==> config.mk <==
export PLATFORM = sky130hd
export DESIGN_NAME = tfn_sqrt
export DESIGN_NICKNAME = d
export VERILOG_FILES = /design/src/sv/triangle_face_normal_assert.svh /design/src/sv/tfn_pkg.sv /design/src/sv/tfn_sqrt.sv
export SDC_FILE = /design/constraint.sdc
export NUM_CORES = 2
export LEC_CHECK = 0
export ABC_AREA = 1
export BUFFER_PORTS_ARGS = -buffer_cell sky130_fd_sc_hd__buf_2
export CORE_ASPECT_RATIO = 0.7
export CORE_MARGIN = 4
export CORE_UTILIZATION = 45
export DETAILED_ROUTE_END_ITERATION = 6
export SYNTH_ARGS = -nofsm -noshare
export SYNTH_HDL_FRONTEND = slang
export SYNTH_MEMORY_MAX_BITS = 65536
export SYNTH_SLANG_ARGS = --single-unit
==> constraint.sdc <==
create_clock -name clk -period 118.9 [get_ports clk]
set_input_delay 17.835 -clock clk [delete_from_list [all_inputs] [get_ports clk]]
set_output_delay 17.835 -clock clk [all_outputs]
set_load 0.02 [all_outputs]
==> src/sv/triangle_face_normal_assert.svh <==
// Assertion macros used by the triangle face normal top level.
`ifndef TRIANGLE_FACE_NORMAL_ASSERT_SVH
`define TRIANGLE_FACE_NORMAL_ASSERT_SVH
`ifndef SYNTHESIS
// Same-cycle implication, sampled on clk, off while arst_n is low.
`define TFN_ASSERT(lbl, ante, cons, msg) \
	lbl: assert property (@(posedge clk) disable iff (!arst_n) (ante) |-> (cons)) else $error(msg);
// Next-cycle implication, sampled on clk, off while arst_n is low.
`define TFN_ASSERT_NEXT(lbl, ante, cons, msg) \
	lbl: assert property (@(posedge clk) disable iff (!arst_n) (ante) |=> (cons)) else $error(msg);
`else
`define TFN_ASSERT(lbl, ante, cons, msg)
`define TFN_ASSERT_NEXT(lbl, ante, cons, msg)
`endif
`endif

==> src/sv/tfn_pkg.sv <==
// Shared constants, types and helpers of the triangle face normal block.
package tfn_pkg;
	localparam int COORD_WIDTH_DEF = 32;
	localparam int COLOR_W = 16;
	localparam int CFG_IDX_W = 2;
	localparam int NORM_W = 16;
	localparam int MAG_W = 31;
	localparam int SUMSQ_W = 64;
	localparam int ROOT_W = 32;
	localparam int SQRT_STEPS = 4;
	localparam int SQRT_STAGES = ROOT_W / SQRT_STEPS;
	localparam int SMALL_W = 19;
	localparam int SMALL_SQ_W = 40;
	localparam logic [SMALL_SQ_W-1:0] LEN_LIMIT_SQ = 40'd184467440737;
	localparam int Q_FRAC = 15;
	localparam int Q_W = 20;
	localparam int DIV_STEPS = 4;
	localparam int DIV_STAGES = Q_W / DIV_STEPS;
	localparam int NUM_W = MAG_W + Q_FRAC + 1;
	localparam logic [Q_W-1:0] Q_POS_MAX = 20'd32767;
	localparam logic [Q_W-1:0] Q_NEG_MAX = 20'd32768;
	localparam logic [NORM_W-1:0] NORM_ONE = 16'd32767;

	typedef enum logic [CFG_IDX_W-1:0] {REG_RED, REG_GREEN, REG_BLUE, REG_ALPHA} reg_idx_t;

	typedef struct packed {
		logic [COLOR_W-1:0] red;
		logic [COLOR_W-1:0] green;
		logic [COLOR_W-1:0] blue;
		logic [COLOR_W-1:0] alpha;
	} color_t;

	// Position of the highest set bit in a byte, zero for an empty byte.
	function automatic logic [2:0] msb8(input logic [7:0] v);
		logic [2:0] p;
		p = '0;
		for (int i = 0; i < 8; i++) begin
			if (v[i]) begin
				p = 3'(i);
			end
		end
		return p;
	endfunction
endpackage

==> src/sv/tfn_sqrt.sv <==
// Pipelined integer square root, four result bits per stage.
module tfn_sqrt #(
	parameter int W = tfn_pkg::COORD_WIDTH_DEF
) (
	input  logic                             clk,
	input  logic                             arst_n,
	input  logic                             in_valid,
	output logic                             in_ready,
	input  logic [9*W-1:0]                   pos_in,
	input  logic [3*tfn_pkg::MAG_W-1:0]      m_in,
	input  logic [2:0]                       neg_in,
	input  logic                             nz_in,
	input  logic [tfn_pkg::SUMSQ_W-1:0]      sum_in,
	output logic                             out_valid,
	input  logic                             out_ready,
	output logic [9*W-1:0]                   pos_out,
	output logic [3*tfn_pkg::MAG_W-1:0]      m_out,
	output logic [2:0]                       neg_out,
	output logic                             nz_out,
	output logic [tfn_pkg::ROOT_W-1:0]       root_out
);
	localparam int NST = tfn_pkg::SQRT_STAGES;
	localparam int SW = 9 * W + 3 * tfn_pkg::MAG_W + 4;
	localparam int RW = tfn_pkg::ROOT_W;
	localparam int REM_W = RW + 2;
	localparam int SQ_W = tfn_pkg::SUMSQ_W;

	logic [NST-1:0] v_s, en, vin;
	logic [SW-1:0] side_s [NST];
	logic [SQ_W-1:0] rad_s [NST];
	logic [REM_W-1:0] rem_s [NST];
	logic [RW-1:0] root_s [NST];

	always_comb begin
		en[NST-1] = !v_s[NST-1] || out_ready;
		for (int g = NST - 2; g >= 0; g--) begin
			en[g] = !v_s[g] || en[g+1];
		end
	end
	assign vin = {v_s[NST-2:0], in_valid};

	always_ff @(posedge clk or negedge arst_n) begin
		if (!arst_n) begin
			v_s <= '0;
		end else begin
			for (int g = 0; g < NST; g++) begin
				if (en[g]) begin
					v_s[g] <= vin[g];
				end
			end
		end
	end

	for (genvar g = 0; g < NST; g++) begin : g_stage
		logic [SW-1:0] side_p;
		logic [SQ_W-1:0] rad_p, rad_n;
		logic [REM_W-1:0] rem_p, rem_n, trial;
		logic [RW-1:0] root_p, root_n;

		if (g == 0) begin : g_head
			assign side_p = {pos_in, m_in, neg_in, nz_in};
			assign rad_p = sum_in;
			assign rem_p = '0;
			assign root_p = '0;
		end else begin : g_body
			assign side_p = side_s[g-1];
			assign rad_p = rad_s[g-1];
			assign rem_p = rem_s[g-1];
			assign root_p = root_s[g-1];
		end

		// Bring down two radicand bits, try root*4+1, keep it if it fits.
		always_comb begin
			rad_n = rad_p;
			rem_n = rem_p;
			root_n = root_p;
			trial = '0;
			for (int i = 0; i < tfn_pkg::SQRT_STEPS; i++) begin
				rem_n = {rem_n[REM_W-3:0], rad_n[SQ_W-1 -: 2]};
				rad_n = rad_n << 2;
				trial = {root_n, 2'b01};
				if (rem_n >= trial) begin
					rem_n = rem_n - trial;
					root_n = {root_n[RW-2:0], 1'b1};
				end else begin
					root_n = {root_n[RW-2:0], 1'b0};
				end
			end
		end

		always_ff @(posedge clk) begin
			if (en[g]) begin
				side_s[g] <= side_p;
				rad_s[g] <= rad_n;
				rem_s[g] <= rem_n;
				root_s[g] <= root_n;
			end
		end
	end

	assign {pos_out, m_out, neg_out, nz_out} = side_s[NST-1];
	assign root_out = root_s[NST-1];
	assign in_ready = en[0];
	assign out_valid = v_s[NST-1];
endmodule

==> qor.yml <==
route:
  initialDrtViolationCount: 11700
  vias_per_cell: 5.32
  drc_errors: 0
  vias: 111000
  avgRoutedWirePerCell_um: 23.2
  postRouteAntennaNets: 0
  wl_um: 483000
  first_pass_iters: 7
worst_setup_path:
  end_kind: "output pin"
  path_class: "primary input to output pin"
  arrival_ns: 22.76
  start_kind: "primary input"
  worst-path-max-fanout: 102
  worstPathRequired_ns: 101.07
synth:
  netlist_instances: 14500
  synth_top_cell_by_area: "edfxtp_1"
  synth.area.top_cells: "edfxtp_1 (67%), nand2_1 (8.0%), ha_1 (4.3%)"
  async_flop_share: 0.00217
  ys_warn_count: 0
  synth_ff_type: "edfxtp_1"
  synth-seq-area-share: 0.670
  synth-edff-count: 3672
  synth.distinct_cells: 66
  netlist_area_um2: 165000
  ys_top_cells_by_count: "edfxtp_1 (3,672), nand2_1 (3,529), inv_1 (1,491)"
  syn_area_per_cell_um2: 11.4
  synth_most_common_cell: "edfxtp_1"
  synth_top_area_share: 0.669
  ys_ff_latch: 3680
final_layout:
  syn_to_final_growth_pct: 12.9
  filler_cell_count: 32400
  drive_gt1_frac: 0.112
  multi_input_area_um2: 47700
  ff_latch_area_um2: 110000
  finalNetCount: 16600
grt:
  grt_pass1_vias: 101000
  grt_pass1_wl_um: 698000
  grt_overflow_total: 0
  grt_max_degree: 133
  grt_use_total: 0.251
  antenna_found_initial: 64
clock_network:
  cts-resized-gates: 0
  cts_hold_buffers: 0
  cts_tree: "built"
  cts_buffer_depth: 4
  clk_pin_slew_ns: 0.06
  postCtsSetupBuffers: 0
  cts_made_buffers: 340
  clock-sinks: 3680
  cts-root-buf: "clkbuf_16"
  clk_latency_ns: 0.94
  htreeDepth: 5
die:
  row_count: 185
  die_w_um: 731
  die_y_um: 514
  start_util: 0.453
  io_pins: 872
  dieArea_um2: 376000
  core_area_um2: 364000
power_and_ir_drop:
  p_int_mw: 2.84
  share_seq_of_total_power: 0.430
  power_density_nw_per_um2: 24.5
  clockPowerShare: 0.236
  peakVddDrop_v: 0.0000143
  swShare: 0.377
  leakage_nw: 76.3
  p_switching_mw: 1.72
  pwr-share-comb: 0.334
place:
  gp_congestion: 1.05
  dpl.hpwl_um: 370000
  place_ws_ns: 77.90
  port_buffers: 871
sta:
  max_slew_margin: 0.299
  setup_slack_ns: 78.30
  finalSetupViolCount: 0
  final_hold_viol_count: 0
  fmax_mhz: 24.6
  worst_pin_slew_ns: 1.02
  fin_skew_ns: 0.0866
  finalMaxSlewViolations: 0
  tns_ns: 0
  min_period_ns: 40.60
  rsz0062_at_grt: "no"
  post-route-period-util: 0.341
flow_run:
  cap_violations: 0
hold_path:
  hold_path.class: "register to register"
status:
  status: "finished clean"
[cells in the final DEF (no fill, tap or decap), types with 13 or more instances in the layout]
| cell | n |
|---|---|
| edfxtp_1 | 3672 |
| nand2_1 | 3527 |
| inv_1 | 1484 |
| nor2_1 | 1340 |
| buf_2 | 871 |
| nand3_1 | 763 |
| o21ai_0 | 690 |
| a21oi_1 | 682 |
| ha_1 | 561 |
| clkbuf_16 | 342 |
| xnor2_1 | 231 |
| xor2_1 | 227 |
| nand4_1 | 215 |
| nor3_1 | 149 |
| nand3b_1 | 97 |
| clkinv_1 | 77 |
| nand2_2 | 75 |
| clkbuf_1 | 71 |
| buf_4 | 71 |
| o21a_1 | 61 |
| inv_2 | 59 |
| nand3_2 | 56 |
| a31oi_1 | 46 |
| clkinv_2 | 44 |
| nor2_2 | 40 |
| diode_2 | 39 |
| a21o_1 | 33 |
| bufinv_16 | 32 |
| o21ai_1 | 31 |
| o21bai_1 | 27 |
| nor2_4 | 26 |
| a21oi_2 | 20 |
| nor4_1 | 19 |
| and2_1 | 18 |
| nand2_4 | 17 |
| or2_2 | 16 |
| o211ai_1 | 13 |
| inv_6 | 13 |
[metal layers]
layer | global-route usage | vias up | share of wire
li1 | - | 52500 | -
met1 | 0.408 | 53400 | 0.49
met2 | 0.349 | 4148 | 0.41
met3 | 0.0456 | 505 | 0.083
met4 | 0.0487 | 14 | 0.020
met5 | 0.00654 | - | 0.00095
[registers in the layout (all words and copies together), names as in the netlist]
register  count
side_s     3080
rad_s       224
rem_s       224
root_s      144
v_s           8
[cells by family after synthesis]
family                     share of synthesized area
other                                      0.0000228
and+or+nand+nor                                0.167
AOI/OAI and AO/OA                             0.0556
buffers and inverters                         0.0406
DFF                                            0.670
adders and majority gates                     0.0426
xor gates and xnor gates                      0.0243
[worst max-delay path, cell delays in order]
cell,delay (ns)
buf_2,0.08
nor2_1,0.08
inv_8,0.50
nor2_1,0.24
inv_8,0.53
nor2_1,0.23
inv_8,0.43
nor2_1,0.21
inv_8,0.49
nor2_1,0.23
inv_8,0.54
nor2_1,0.24
inv_8,0.41
nor2_1,0.25
nand2_4,0.11
buf_2,0.16
[through the flow]
stage                     total power [mW]  area (µm²)  std cells  utilization  hold WS (ns)
after floorplan                       2.97      165000      14500            -         0.400
after global routing                  4.82      186000      20800        0.511         0.357
final                                 4.55      186000      20800        0.512         0.343
after global placement                3.46      175000      20200        0.481         0.400
after detailed placement              3.46      175000      20200        0.481         0.405
after CTS                             4.56      186000      20800        0.511         0.336
[power groups by stage]
stage | Combinational [mW] | Clock [mW] | Sequential [mW]
floorplan | 0.979 | 0 | 2.00
global placement | 1.49 | 0 | 1.97
detailed placement | 1.48 | 0 | 1.98
CTS | 1.49 | 1.11 | 1.96
global route | 1.68 | 1.16 | 1.98
finish | 1.52 | 1.08 | 1.96
[cell type report]
type	instances	share of cell area
diodes	39	0.000524
well taps	4862	0.0327
multi-input cells	9107	0.256
flip-flops and latches	3680	0.593
inverters	1559	0.0317
repair buffers	945	0.0266
clock inverters	196	0.0112
clock buffers	415	0.0476
[path summary, 6_finish.rpt]
path | end | slack, ns | startpoint | cells past startpoint
setup / recovery | in_ready | 78.30 | out_ready | 16
hold / removal | side_s[0][912] | 0.34 | side_s[0][527] | 0
setup reg to reg | rem_s[5][30] | 105.89 | root_s[1][8] | 52
hold reg to reg | side_s[0][912] | 0.34 | side_s[0][527] | 0
max in group asynchronous | v_s[1] | 101.68 | arst_n | 1
min in group asynchronous | v_s[7] | 16.90 | arst_n | 1
No activity file was read; power rests on OpenSTA's default activity.
